[src/rtl/scfr_pkg.sv]
// ---------------------------------------------------------------------------
// Second-chance frame replacement package
// Widths, operation codes, microcode types and status shared by the block.
// ---------------------------------------------------------------------------
`default_nettype none

package scfr_pkg;

    localparam int FRAMES  = 64;
    localparam int FW      = $clog2(FRAMES);
    localparam int CNT_W   = $clog2(FRAMES + 1);
    localparam int OPC_W   = 2;
    localparam int FIDX_W  = 6;
    localparam int STEP_W  = 4;

    typedef enum logic [OPC_W-1:0] {
        OP_REG    = 2'd0,
        OP_UNREG  = 2'd1,
        OP_TOUCH  = 2'd2,
        OP_VICTIM = 2'd3
    } t_op;

    typedef enum logic [2:0] {
        A_NOP,
        A_LOAD_HEAD,
        A_UNLINK,
        A_APPEND,
        A_SET_ACC,
        A_FIN,
        A_FIN_VIC
    } t_act;

    typedef enum logic [2:0] {
        C_NEVER,
        C_ALWAYS,
        C_NOT_EN,
        C_EMPTY,
        C_NOT_ACC
    } t_cond;

    typedef struct packed {
        t_act              act;
        t_cond             cond;
        logic [STEP_W-1:0] tgt;
    } t_cword;

    typedef struct packed {
        logic en;
        logic empty;
        logic acc;
        logic out_free;
    } t_status;

endpackage

`default_nettype wire

[src/rtl/scfr_req_if.sv]
// ---------------------------------------------------------------------------
// Request channel
// Valid/ready channel that carries one list operation.
// ---------------------------------------------------------------------------
`default_nettype none

interface scfr_req_if;
    logic                        valid;
    logic                        ready;
    logic [scfr_pkg::OPC_W-1:0]  opcode;
    logic [scfr_pkg::FIDX_W-1:0] frame_index;

    modport source (output valid, output opcode, output frame_index, input ready);
    modport sink   (input valid, input opcode, input frame_index, output ready);
endinterface

`default_nettype wire

[src/rtl/scfr_rsp_if.sv]
// ---------------------------------------------------------------------------
// Response channel
// Valid/ready channel that carries the result of one list operation.
// ---------------------------------------------------------------------------
`default_nettype none

interface scfr_rsp_if;
    logic                        valid;
    logic                        ready;
    logic                        was_listed;
    logic                        victim_found;
    logic [scfr_pkg::FIDX_W-1:0] evict_frame;

    modport source (output valid, output was_listed, output victim_found,
                    output evict_frame, input ready);
    modport sink   (input valid, input was_listed, input victim_found,
                    input evict_frame, output ready);
endinterface

`default_nettype wire

[src/rtl/scfr_seq.sv]
// ---------------------------------------------------------------------------
// Microcode sequencer
// Step counter over a read-only program with conditional jumps.
// ---------------------------------------------------------------------------
`default_nettype none

module scfr_seq (
    input  wire logic                       i_clk,
    input  wire logic                       i_rst_n,
    input  wire logic                       i_start,
    input  wire logic [scfr_pkg::OPC_W-1:0] i_opcode,
    input  wire scfr_pkg::t_status          i_st,
    output scfr_pkg::t_act                  o_act,
    output logic                            o_idle
);

    // Each operation's routine starts at twice its opcode.
    localparam logic [scfr_pkg::STEP_W-1:0] S_VIC_LOOP = 4'd6;
    localparam logic [scfr_pkg::STEP_W-1:0] S_VIC_FIN  = 4'd10;
    localparam logic [scfr_pkg::STEP_W-1:0] S_FIN      = 4'd11;

    function automatic scfr_pkg::t_cword rom_word(input logic [scfr_pkg::STEP_W-1:0] s);
        scfr_pkg::t_cword w;
        w = '{act: scfr_pkg::A_FIN, cond: scfr_pkg::C_NEVER, tgt: S_FIN};
        unique case (s)
            4'd0:  w = '{act: scfr_pkg::A_NOP,       cond: scfr_pkg::C_NOT_EN,
                         tgt: S_FIN};
            4'd1:  w = '{act: scfr_pkg::A_APPEND,    cond: scfr_pkg::C_ALWAYS,
                         tgt: S_FIN};
            4'd2:  w = '{act: scfr_pkg::A_NOP,       cond: scfr_pkg::C_NOT_EN,
                         tgt: S_FIN};
            4'd3:  w = '{act: scfr_pkg::A_UNLINK,    cond: scfr_pkg::C_ALWAYS,
                         tgt: S_FIN};
            4'd4:  w = '{act: scfr_pkg::A_NOP,       cond: scfr_pkg::C_NOT_EN,
                         tgt: S_FIN};
            4'd5:  w = '{act: scfr_pkg::A_SET_ACC,   cond: scfr_pkg::C_ALWAYS,
                         tgt: S_FIN};
            4'd6:  w = '{act: scfr_pkg::A_LOAD_HEAD, cond: scfr_pkg::C_EMPTY,
                         tgt: S_FIN};
            4'd7:  w = '{act: scfr_pkg::A_NOP,       cond: scfr_pkg::C_NEVER,
                         tgt: S_FIN};
            4'd8:  w = '{act: scfr_pkg::A_UNLINK,    cond: scfr_pkg::C_NOT_ACC,
                         tgt: S_VIC_FIN};
            4'd9:  w = '{act: scfr_pkg::A_APPEND,    cond: scfr_pkg::C_ALWAYS,
                         tgt: S_VIC_LOOP};
            4'd10: w = '{act: scfr_pkg::A_FIN_VIC,   cond: scfr_pkg::C_NEVER,
                         tgt: S_FIN};
            default: w = '{act: scfr_pkg::A_FIN,     cond: scfr_pkg::C_NEVER,
                           tgt: S_FIN};
        endcase
        return w;
    endfunction

    logic                        r_busy;
    logic [scfr_pkg::STEP_W-1:0] r_pc;
    logic                        n_busy;
    logic [scfr_pkg::STEP_W-1:0] n_pc;
    scfr_pkg::t_cword            cw;
    logic                        is_fin;
    logic                        hold;
    logic                        take;

    assign cw     = rom_word(r_pc);
    assign is_fin = (cw.act == scfr_pkg::A_FIN) || (cw.act == scfr_pkg::A_FIN_VIC);
    assign hold   = is_fin && !i_st.out_free;
    assign o_act  = (r_busy && !hold) ? cw.act : scfr_pkg::A_NOP;
    assign o_idle = !r_busy;

    always_comb begin
        unique case (cw.cond)
            scfr_pkg::C_NEVER:   take = 1'b0;
            scfr_pkg::C_ALWAYS:  take = 1'b1;
            scfr_pkg::C_NOT_EN:  take = !i_st.en;
            scfr_pkg::C_EMPTY:   take = i_st.empty;
            scfr_pkg::C_NOT_ACC: take = !i_st.acc;
            default:             take = 1'b0;
        endcase
    end

    always_comb begin
        n_busy = r_busy;
        n_pc   = r_pc;
        if (i_start) begin
            n_busy = 1'b1;
            n_pc   = scfr_pkg::STEP_W'({i_opcode, 1'b0});
        end else if (r_busy) begin
            if (is_fin) begin
                if (i_st.out_free) begin
                    n_busy = 1'b0;
                end
            end else begin
                n_pc = take ? cw.tgt : r_pc + 1'b1;
            end
        end
    end

    always_ff @(posedge i_clk) begin
        if (!i_rst_n) begin
            r_busy <= 1'b0;
            r_pc   <= '0;
        end else begin
            r_busy <= n_busy;
            r_pc   <= n_pc;
        end
    end

endmodule

`default_nettype wire

[src/rtl/scfr_dp.sv]
// ---------------------------------------------------------------------------
// Replacement list datapath
// Link memories, head/tail/count, per-frame flags and the result register.
// ---------------------------------------------------------------------------
`default_nettype none

module scfr_dp (
    input  wire logic                        i_clk,
    input  wire logic                        i_rst_n,
    input  wire logic                        i_start,
    input  wire logic [scfr_pkg::OPC_W-1:0]  i_opcode,
    input  wire logic [scfr_pkg::FIDX_W-1:0] i_frame_index,
    input  wire scfr_pkg::t_act              i_act,
    input  wire logic                        i_out_ready,
    output scfr_pkg::t_status                o_st,
    output logic                             o_valid,
    output logic                             o_was_listed,
    output logic                             o_victim_found,
    output logic [scfr_pkg::FIDX_W-1:0]      o_evict_frame
);

    localparam int FW    = scfr_pkg::FW;
    localparam int CNT_W = scfr_pkg::CNT_W;

    logic [FW-1:0]              r_next_mem [scfr_pkg::FRAMES];
    logic [FW-1:0]              r_prev_mem [scfr_pkg::FRAMES];
    logic [FW-1:0]              r_nxt_rd;
    logic [FW-1:0]              r_prv_rd;
    logic [FW-1:0]              r_head;
    logic [FW-1:0]              r_tail;
    logic [CNT_W-1:0]           r_cnt;
    logic [scfr_pkg::FRAMES-1:0] r_listed;
    logic [scfr_pkg::FRAMES-1:0] r_acc;
    logic [FW-1:0]              r_frm;
    logic                       r_en;
    logic                       r_was;
    logic                       r_ovalid;
    logic                       r_owas;
    logic                       r_ofound;
    logic [scfr_pkg::FIDX_W-1:0] r_ovic;

    logic [FW-1:0]              n_head;
    logic [FW-1:0]              n_tail;
    logic [CNT_W-1:0]           n_cnt;
    logic [scfr_pkg::FRAMES-1:0] n_listed;
    logic [scfr_pkg::FRAMES-1:0] n_acc;
    logic                       nxt_we;
    logic [FW-1:0]              nxt_wa;
    logic [FW-1:0]              nxt_wd;
    logic                       prv_we;
    logic [FW-1:0]              prv_wa;
    logic [FW-1:0]              prv_wd;
    logic                       in_range;
    logic                       hit;
    logic                       n_en;
    logic [FW-1:0]              in_frm;

    assign in_frm   = FW'(i_frame_index);
    assign in_range = ({26'd0, i_frame_index} < 32'(scfr_pkg::FRAMES));
    assign hit      = in_range && r_listed[in_frm];

    always_comb begin
        unique case (i_opcode)
            scfr_pkg::OP_REG:   n_en = in_range && !hit;
            scfr_pkg::OP_UNREG: n_en = hit;
            scfr_pkg::OP_TOUCH: n_en = in_range;
            default:            n_en = 1'b0;
        endcase
    end

    always_comb begin
        n_head   = r_head;
        n_tail   = r_tail;
        n_cnt    = r_cnt;
        n_listed = r_listed;
        n_acc    = r_acc;
        nxt_we   = 1'b0;
        nxt_wa   = r_tail;
        nxt_wd   = r_frm;
        prv_we   = 1'b0;
        prv_wa   = r_frm;
        prv_wd   = r_tail;
        unique case (i_act)
            scfr_pkg::A_LOAD_HEAD: ;
            scfr_pkg::A_UNLINK: begin
                if (r_cnt <= CNT_W'(1)) begin
                    n_head = '0;
                    n_tail = '0;
                end else if (r_frm == r_head) begin
                    n_head = r_nxt_rd;
                end else if (r_frm == r_tail) begin
                    n_tail = r_prv_rd;
                end else begin
                    nxt_we = 1'b1;
                    nxt_wa = r_prv_rd;
                    nxt_wd = r_nxt_rd;
                    prv_we = 1'b1;
                    prv_wa = r_nxt_rd;
                    prv_wd = r_prv_rd;
                end
                if (r_cnt != '0) begin
                    n_cnt = r_cnt - 1'b1;
                end
                n_listed[r_frm] = 1'b0;
            end
            scfr_pkg::A_APPEND: begin
                if (r_cnt == '0) begin
                    n_head = r_frm;
                end else begin
                    nxt_we = 1'b1;
                    prv_we = 1'b1;
                end
                n_tail          = r_frm;
                n_cnt           = r_cnt + 1'b1;
                n_listed[r_frm] = 1'b1;
                n_acc[r_frm]    = 1'b0;
            end
            scfr_pkg::A_SET_ACC: begin
                n_acc[r_frm] = 1'b1;
            end
            default: ;
        endcase
    end

    always_ff @(posedge i_clk) begin
        if (nxt_we) begin
            r_next_mem[nxt_wa] <= nxt_wd;
        end
        if (prv_we) begin
            r_prev_mem[prv_wa] <= prv_wd;
        end
        r_nxt_rd <= r_next_mem[r_frm];
        r_prv_rd <= r_prev_mem[r_frm];
    end

    always_ff @(posedge i_clk) begin
        if (i_start) begin
            r_frm <= in_frm;
            r_en  <= n_en;
            r_was <= hit && (i_opcode != scfr_pkg::OP_VICTIM);
        end else if (i_act == scfr_pkg::A_LOAD_HEAD) begin
            r_frm <= r_head;
        end
        if (i_act == scfr_pkg::A_FIN || i_act == scfr_pkg::A_FIN_VIC) begin
            r_owas   <= r_was;
            r_ofound <= (i_act == scfr_pkg::A_FIN_VIC);
            r_ovic   <= (i_act == scfr_pkg::A_FIN_VIC) ? scfr_pkg::FIDX_W'(r_frm) : '0;
        end
    end

    always_ff @(posedge i_clk) begin
        if (!i_rst_n) begin
            r_head   <= '0;
            r_tail   <= '0;
            r_cnt    <= '0;
            r_listed <= '0;
            r_acc    <= '0;
            r_ovalid <= 1'b0;
        end else begin
            r_head   <= n_head;
            r_tail   <= n_tail;
            r_cnt    <= n_cnt;
            r_listed <= n_listed;
            r_acc    <= n_acc;
            if (i_act == scfr_pkg::A_FIN || i_act == scfr_pkg::A_FIN_VIC) begin
                r_ovalid <= 1'b1;
            end else if (i_out_ready) begin
                r_ovalid <= 1'b0;
            end
        end
    end

    assign o_st.en       = r_en;
    assign o_st.empty    = (r_cnt == '0);
    assign o_st.acc      = r_acc[r_frm];
    assign o_st.out_free = !r_ovalid || i_out_ready;

    assign o_valid        = r_ovalid;
    assign o_was_listed   = r_owas;
    assign o_victim_found = r_ofound;
    assign o_evict_frame  = r_ovic;

endmodule

`default_nettype wire

[src/rtl/second_chance_frame_replacement.sv]
// ---------------------------------------------------------------------------
// Second-chance frame replacement
// Clock-style replacement list of frames driven by a microcoded sequencer.
// ---------------------------------------------------------------------------
// The request channel i_req carries an opcode (register, unregister, touch,
// victim) and a frame index. The response channel o_rsp returns one result
// per request: was_listed, victim_found and evict_frame.
// A request is taken only while the sequencer is idle. Register, unregister
// and touch run a short routine; any of them on an out-of-range index, or a
// register or unregister on a frame that needs no change, takes the short path.
// A victim request on an empty list finds no victim; else it loads the head,
// waits for the registered link read and unlinks it. A head with its accessed
// flag set is appended to the tail with the flag cleared and the scan loops,
// else it is the victim; at most FRAMES + 1 frames are popped when all flags are set.
// The result sits in an output register, so the next request is accepted
// while an earlier result still waits; a finished request whose result
// cannot be written holds the sequencer until the receiver takes the old one.
// Reset empties the list and clears all listed and accessed flags at once.
// ---------------------------------------------------------------------------
`default_nettype none

module second_chance_frame_replacement (
    input  wire logic   i_clk,
    input  wire logic   i_rst_n,
    scfr_req_if.sink    i_req,
    scfr_rsp_if.source  o_rsp
);

    logic              start;
    logic              idle;
    scfr_pkg::t_act    act;
    scfr_pkg::t_status st;

    assign i_req.ready = idle;
    assign start       = i_req.valid && idle;

    scfr_seq u_seq (
        .i_clk    (i_clk),
        .i_rst_n  (i_rst_n),
        .i_start  (start),
        .i_opcode (i_req.opcode),
        .i_st     (st),
        .o_act    (act),
        .o_idle   (idle)
    );

    scfr_dp u_dp (
        .i_clk          (i_clk),
        .i_rst_n        (i_rst_n),
        .i_start        (start),
        .i_opcode       (i_req.opcode),
        .i_frame_index  (i_req.frame_index),
        .i_act          (act),
        .i_out_ready    (o_rsp.ready),
        .o_st           (st),
        .o_valid        (o_rsp.valid),
        .o_was_listed   (o_rsp.was_listed),
        .o_victim_found (o_rsp.victim_found),
        .o_evict_frame  (o_rsp.evict_frame)
    );

endmodule

`default_nettype wire

[src/flat_wrapper.sv]
// flat-port wrapper written by rule: the top's interface ports become plain ports
module second_chance_frame_replacement_flat 
  (i_clk, i_rst_n, i_req_valid, i_req_opcode, i_req_frame_index, i_req_ready, o_rsp_valid, o_rsp_was_listed, o_rsp_victim_found, o_rsp_evict_frame, o_rsp_ready);
  scfr_req_if i_req_i ();
  scfr_rsp_if o_rsp_i ();
  input  wire logic i_clk;
  input  wire logic i_rst_n;
  input wire logic [$bits(i_req_i.valid)-1:0] i_req_valid;
  input wire logic [$bits(i_req_i.opcode)-1:0] i_req_opcode;
  input wire logic [$bits(i_req_i.frame_index)-1:0] i_req_frame_index;
  output wire logic [$bits(i_req_i.ready)-1:0] i_req_ready;
  output wire logic [$bits(o_rsp_i.valid)-1:0] o_rsp_valid;
  output wire logic [$bits(o_rsp_i.was_listed)-1:0] o_rsp_was_listed;
  output wire logic [$bits(o_rsp_i.victim_found)-1:0] o_rsp_victim_found;
  output wire logic [$bits(o_rsp_i.evict_frame)-1:0] o_rsp_evict_frame;
  input wire logic [$bits(o_rsp_i.ready)-1:0] o_rsp_ready;
  assign i_req_i.valid = i_req_valid;
  assign i_req_i.opcode = i_req_opcode;
  assign i_req_i.frame_index = i_req_frame_index;
  assign i_req_ready = i_req_i.ready;
  assign o_rsp_valid = o_rsp_i.valid;
  assign o_rsp_was_listed = o_rsp_i.was_listed;
  assign o_rsp_victim_found = o_rsp_i.victim_found;
  assign o_rsp_evict_frame = o_rsp_i.evict_frame;
  assign o_rsp_i.ready = o_rsp_ready;
  second_chance_frame_replacement u_core (.i_clk(i_clk), .i_rst_n(i_rst_n), .i_req(i_req_i), .o_rsp(o_rsp_i));
endmodule
[config.mk]
export PLATFORM = sky130hd
export DESIGN_NAME = second_chance_frame_replacement_flat
export DESIGN_NICKNAME = d
export VERILOG_FILES = /design/src/rtl/scfr_pkg.sv /design/src/rtl/scfr_req_if.sv /design/src/rtl/scfr_rsp_if.sv /design/src/rtl/scfr_seq.sv /design/src/rtl/scfr_dp.sv /design/src/rtl/second_chance_frame_replacement.sv /design/src/flat_wrapper.sv
export SDC_FILE = /design/constraint.sdc
export NUM_CORES = 1
export LEC_CHECK = 0
export ABC_AREA = 1
export BUFFER_PORTS_ARGS = -buffer_cell sky130_fd_sc_hd__buf_2
export CAP_MARGIN = 20
export CORE_MARGIN = 5
export CORE_UTILIZATION = 30
export DETAILED_ROUTE_END_ITERATION = 10
export PLACE_DENSITY = 0.48
export REMOVE_ABC_BUFFERS = 1
export SLEW_MARGIN = 20
export SYNTH_ARGS = -nofsm -noshare
export SYNTH_HDL_FRONTEND = slang
export SYNTH_SLANG_ARGS = --single-unit
[constraint.sdc]
create_clock -name i_clk -period 4.55 [get_ports i_clk]
set_input_delay 0.6825 -clock i_clk [delete_from_list [all_inputs] [get_ports i_clk]]
set_output_delay 0.6825 -clock i_clk [all_outputs]
set_load 0.05 [all_outputs]
### After elaboration in Yosys (flattened, before gate mapping)

Memory sizes are Yosys's and may differ from the RTL's. A register that Yosys moved wholly into a read port is not among the register bits.
Cells that the tools add are included.

| storage, ports and cells | value |
|---|---|
| bits of input ports | 12 |
| output and inout port bits | 10 |
| memory bits (read-only) | 144 |
| RAM bits | 768 |
| memories | 3 |
| register bits after elaboration | 169 |
| word-level logic and storage cells | 132 |

Memory list:

| name | depth | bits a word | read ports | clocked after Yosys merged registers in | wr ports | RTL line | text |
|---|---|---|---|---|---|---|---|
| u_core.u_dp.r_next_mem | 64 | 6 | 1 | 1 | 1 | scfr_dp.sv:25 | `logic [FW-1:0] r_next_mem [scfr_pkg::FRAMES];` |
| u_core.u_dp.r_prev_mem | 64 | 6 | 1 | 1 | 1 | scfr_dp.sv:26 | `logic [FW-1:0] r_prev_mem [scfr_pkg::FRAMES];` |
| (no name shown) | 16 | 9 | 1 | 0 | 0 | scfr_seq.sv:25 | `unique case (s)` |

| cells by class | value |
|---|---|
| equal/unequal tests | 23 |
| add/sub/neg operators | 3 |
| magnitude comparators | 4 |
| reductions and logical operators | 29 |
| bitwise gates (word level) | 7 |
| multiplexer cells | 48 |

Operator list:

| operator | count |
|---|---|
| $pmux W64 S2 | 2 |
| $and A64 B64 Y64 | 2 |
| $or A64 B64 Y64 | 2 |
| $mux W6 | 16 |
| $not A64 Y64 | 1 |
| $pmux W6 S2 | 2 |
| $eq A3 B3 Y1 const B | 6 |
| $mux W1 | 15 |
| $lt A6 B7 Y1 const B | 2 |
| $pmux W7 S2 | 1 |
| $bmux W1 S6 | 2 |
| $eq A3 B2 Y1 const B | 4 |
| $eq A6 B6 Y1 | 2 |
| $mux W3 | 4 |
| $reduce_bool A2 Y1 | 5 |
| $ne A3 B3 Y1 const B | 3 |
| $add A7 B1 Y7 const B | 1 |
| $le A7 B1 Y1 const B | 1 |
| $logic_not A1 Y1 | 7 |
| $logic_not A7 Y1 | 1 |
| $mux W7 | 1 |
| $reduce_bool A7 Y1 | 1 |
| $sub A7 B1 Y7 const B | 1 |
| $demux W1 S6 | 1 |
| 18 further kinds | 31 |

### Logic depth before layout (Yosys ltp)

| depth | value |
|---|---|
| depth after elaboration | 11 |
| gate-level depth with buffers | 17 |
| depth with buffers taken out | 16 |

### By module

A second synthesis with hierarchy kept.

| second synthesis, totals | value |
|---|---|
| cells, all modules | 3503 |
| area, all modules | 38523.2 µm² |

Modules (own cells, without submodules):

| module | cells each | sequential area each (µm²) | instances | area an instance (µm²) |
|---|---|---|---|---|
| scfr_dp | 3401 | 26745.7 | 1 | 37882.6 |
| scfr_seq | 100 | 100.1 | 1 | 633.1 |
| second_chance_frame_replacement | 2 | 0.0 | 1 | 7.5 |

### Worst setup path after synthesis

OpenSTA, ideal clock, no wires.

| timing | value |
|---|---|
| path kind | register -> register |
| from | reg u_core.u_seq.r_pc[0] (netlist bit) |
| to | mem u_core.u_dp.r_prev_mem[29][0] (netlist bit), enable pin |
| period minus slack after synthesis | 3737 ps |
| data arrival time | 3386 ps |
| stages on the path, launching flop included | 15 |
| required time | 4198 ps |
| setup time | 352 ps |
| buffers on the path | 1 |
| path slack | 813 ps |
| path through | dfxtp_1 > inv_1 > ha_1 > nand2_1 > nand3_1 > o21ai_4 > nand4_2 > inv_2 > nand3_4 > buf_4 > nand2_1 > o21ai_1 > inv_1 > nand3_1 > nor2_1 |

| between the ends | value |
|---|---|
| elaborated cells on any way between the ends | 14 |
| those cells by class | eq/ne: 4; mux: 5; reduce/logical: 4; memory: 1 |

RTL lines:

| what | RTL line | text |
|---|---|---|
| start, declared | scfr_seq.sv:55 | `logic [scfr_pkg::STEP_W-1:0] r_pc;` |
| start signal, assigned | scfr_seq.sv:103 | `r_pc <= n_pc;` |
| $mem_v2 Z16 W9 * | n/a |  |
| $eq A3 B3 Y1 | scfr_seq.sv:64 | `assign is_fin = (cw.act == scfr_pkg::A_FIN) \|\| (cw.act == scfr_pkg::A_FIN_VIC);` |
| $logic_or A1 B1 Y1 | scfr_seq.sv:64 |  |
| $logic_and A1 B1 Y1 | scfr_seq.sv:65 | `assign hold = is_fin && !i_st.out_free;` |
| $logic_not A1 Y1 | scfr_seq.sv:66 | `assign o_act = (r_busy && !hold) ? cw.act : scfr_pkg::A_NOP;` |
| $logic_and A1 B1 Y1 | scfr_seq.sv:66 |  |
| $mux W3 * | scfr_seq.sv:66 |  |
| $eq A3 B2 Y1 * | n/a |  |
| $mux W6 * | n/a |  |
| via u_core.u_dp.nxt_wd[3] | scfr_dp.sv:49 | `logic [FW-1:0] nxt_wd;` |
| end, declared | scfr_dp.sv:26 |  |

The timed path passes the listed nets; every way through them passes the cells marked *.

### Worst setup path after layout

| timing | value |
|---|---|
| from | reg u_core.u_seq.r_pc[0] (netlist bit) |
| to | mem u_core.u_dp.r_next_mem[42][0] (netlist bit), enable pin |

| between the ends | value |
|---|---|
| cells in the longest elaborated chain, start to end | 11 |
| elaborated cells on any way between the ends | 14 |
| those cells by class | eq/ne: 4; mux: 5; reduce/logical: 4; memory: 1 |

RTL lines:

| what | RTL line | text |
|---|---|---|
| $mem_v2 Z16 W9 * | n/a |  |
| $eq A3 B3 Y1 | scfr_seq.sv:64 |  |
| $logic_or A1 B1 Y1 | scfr_seq.sv:64 |  |
| $logic_and A1 B1 Y1 | scfr_seq.sv:65 |  |
| $logic_not A1 Y1 | scfr_seq.sv:66 |  |
| $logic_and A1 B1 Y1 | scfr_seq.sv:66 |  |
| $mux W3 * | scfr_seq.sv:66 |  |
| $eq A3 B2 Y1 | scfr_dp.sv:83 | `unique case (i_act)` |
| $pmux W1 S2 | scfr_dp.sv:83 |  |
| $mux W1 | scfr_dp.sv:126 | `if (nxt_we) begin` |
| $mux W1 (implied by the code) | scfr_dp.sv:127 | `r_next_mem[nxt_wa] <= nxt_wd;` |
| end, declared | scfr_dp.sv:25 |  |

Every way passes the cells marked *; elsewhere a longest branch is shown, timed or not.

==> metrics.csv <==
stage,metric,value,unit
sta,slew-limit-headroom,0.3694,
sta,grt_setup_unrepaired,no,
die,fp.coreArea,127400,um^2
outcome,status,"finished, final reports clean",
yosys,synthFlopType,edfxtp_1,
sta,setup_violations,0,
clocking,clockBufferDepth,3,
die,fp.dieH,367.6,um
route,wire_per_inst,22.96,um
die,start_util,0.3012,
sta,fin_crit_sh,0.8835,
sta,setup_tns,0,ns
place,gp_congestion,0.8087,
setup_path,reg2reg_to,u_core.u_dp.r_next_mem[42][0]$_DFFE_PP_,
route,drc_errors,0,
clocking,holdBufCountCts,0,
hold_path,min_path_cells,3,
clocking,cts_tree,yes,
setup_path,regToRegStartpoint,u_core.u_seq.r_pc[0]$_SDFFE_PP0P_,
finish,layout.nets,3478,
place,dp_hpwl,71.27,mm
setup_path,path_cells,"inv_1, ha_1, nand2_1, nand3_1, o21ai_4, nand4_2, inv_2, nand3_4, o21ai_4, inv_2, nor2_2, nand2_1, nor2_1",
die,rows,131,
setup_path,cp.required,4.87,ns
place,port_buffers,21,
setup_path,worstSetupPathType,flip-flop to flip-flop,
finish,fill_cells,12579,
clocking,ctsRootBufferMaster,clkbuf_16,
clocking,numCtsBuffers,102,
finish,final_cell_mix,"929 x nand2_1, 784 x edfxtp_1, 302 x nor2_1, 175 x a21oi_1, 172 x o21ai_0",
clocking,cts_resized,0,
route,ant_nets,0,
yosys,syn_area,38370,um^2
clocking,clk_latency,0.71,ns
global_route,antenna_found_initial,2,
setup_path,setup.worst_path.end_class,flip-flop,
finish,drive_above_1_share,0.09173,
hold_path,worstHoldPathType,input port to flip-flop,
route,avgViaCountPerCell,5.080,
clocking,clock_sinks,949,
hold_path,worstHoldStart,i_req_valid,
route,dr.pass1.iters,5,
route,num_vias,26443,
die,die_w,367.6,um
clocking,htreeDepth,3,
clocking,path_clk_slew,0.06,ns
setup_path,critPathTopFamily,simple AND/OR/NAND/NOR gates,
setup_path,r2r_cells,13,
setup_path,cp-start-kind,flip-flop,
sta,finClkSkew,0.04877,ns
yosys,synthDistinctLibCells,45,
die,pin_count,22,
die,die_area,135100,um^2
setup_path,arrival,4.34,ns
sta,worstMarginPinSlew,0.9360,ns
finish,mostFrequentLayoutCell,nand2_1,
yosys,synth_edf_count,784,
hold_path,min_delay_worst_endpoint,u_core.u_seq.r_busy$_SDFF_PN0_,
setup_path,slowest_delay,0.65,ns
sta,final_hold_viol_count,0,
clocking,cts_setup_buffers,0,
finish,syn_to_final_growth,14.90,%
global_route,grt_pass1_vias,25998,
setup_path,ff2ff_setup_slack,0.53,ns
finish,n_antenna_cell,0,
setup_path,cpMaxStageDelayCell,nor2_1,
setup_path,cp_num_buf_inv,3,
power_and_ir_drop,total_power,19.69,mW
place,dpl_cell_area,40740,um^2
power_and_ir_drop,peakVddDrop,0.0003357,V
yosys,async_flop_share,0,
finish,fin_cells,5205,
sta,min_period,4.020,ns
yosys,ys_ff_latch,949,
finish,fin_util,0.3461,
finish,multi_input_area,10220,um^2
sta,slew_violations,0,
route,drtIter0Drc,2588,
finish,seqCellArea,26850,um^2
yosys,synthCells,3416,
yosys,ys_seq_area_frac,0.6997,
setup_path,critPathMaxFanout,25,
global_route,grt_usage,0.1716,
yosys,syn_avg_cell_area,11.23,um^2
place,dpl.cell_count,5015,
power_and_ir_drop,p_leak,14.74,nW
global_route,grt_overflow,0,
job,drv_cap,0,
global_route,grt_max_degree,79,
yosys,yosysWarnings,0,
setup_path,startpoint,u_core.u_seq.r_pc[0]$_SDFFE_PP0P_,
sta,max_freq,248.7,MHz
route,wl,119.5,mm
power_and_ir_drop,p_per_area,446.6,nW/um^2
global_route,grt_pass1_wl,175.7,mm
finish,design_area,44080,um^2
## worst max-delay path by stage
stage | to | slack [ns] | depth (start not counted)
2_1_floorplan | u_core.u_dp.r_nxt_rd[4]$_DFF_P_ | -3.89 | 10
3_3_place_gp | u_core.u_dp.r_next_mem[38][1]$_DFFE_PP_ | 0.62 | 13
3_5_place_dp | u_core.u_dp.r_next_mem[37][4]$_DFFE_PP_ | 0.60 | 13
4_1_cts | u_core.u_dp.r_next_mem[4][0]$_DFFE_PP_ | 0.56 | 13
5_1_grt | u_core.u_dp.r_prev_mem[19][0]$_DFFE_PP_ | 0.33 | 11
6_report | u_core.u_dp.r_next_mem[42][0]$_DFFE_PP_ | 0.53 | 13
## cell families (layout without fill, tap and decap cells)
kind of cell | count (synthesis) | after routing | synth area share
AOI/OAI and AO/OA | 606 | 606 | 0.09983
xor gates and xnor gates | 10 | 10 | 0.002283
adders and majority gates | 9 | 9 | 0.002935
buffers and inverters | 351 | 478 | 0.03600
DFF | 949 | 949 | 0.6997
muxes | 2 | 2 | 0.0005218
and+or+nand+nor | 1489 | 1489 | 0.1587
## through the flow
stage,setup slack (ns),hold WS [ns]
6_report,0.5299,0.2976
5_1_grt,0.3292,0.2938
4_1_cts,0.5556,0.2593
3_5_place_dp,0.6030,0.4146
3_3_place_gp,0.6200,0.4133
2_1_floorplan,-3.894,0.4003
## Yosys cell counts, drive strengths merged (3+ instances only)
cell	n	area, um^2
nand2	932	3501
edfxtp	784	23540
nor2	304	1146
o21ai	189	1006
a21oi	176	884.6
inv	167	626.8
dfxtp	165	3303
a22oi	124	930.9
clkbuf	117	439.2
nand3	114	583.1
nand4	96	606.8
buf	62	296.5
a221oi	58	508.0
a22o	20	175.2
nor3	20	105.1
and3	19	118.9
o211ai	16	120.1
ha	9	112.6
o2111a	7	78.83
xor2	7	61.31
clkinv	5	18.77
o2111ai	4	35.03
o2bb2ai	4	35.03
xnor2	3	26.28
## power by group
group	leakage, nW	internal, mW	switching [mW]
clock network	1.64	4.76	3.54
logic	4.60	0.405	1.35
registers	8.50	9.55	0.0763
## metal layers
layer,GRT usage,wire length [um]
met5,0,0
met4,0.04981,3565
met3,0.02411,6281
met2,0.2823,56550
met1,0.2371,53100
## final cells by class
class                           count  share of cell area
Timing Repair Buffer              116             0.02112
Clock buffer                      128             0.06151
Tap cell                         1662             0.04717
Inverter                          172             0.01499
Multi-Input combinational cell   2116              0.2319
Sequential cell                   949              0.6090
Clock inverter                     62             0.01431
## worst reg2reg max path, delay by kind of cell, from the launching register on
family	cells	cell delay [ns]
buf+inv	3	0.39
flops	1	0.54
compound gates	2	0.42
fa+ha+maj	1	0.22
simple gates	7	2.07
No activity file was read; power rests on OpenSTA's default activity.
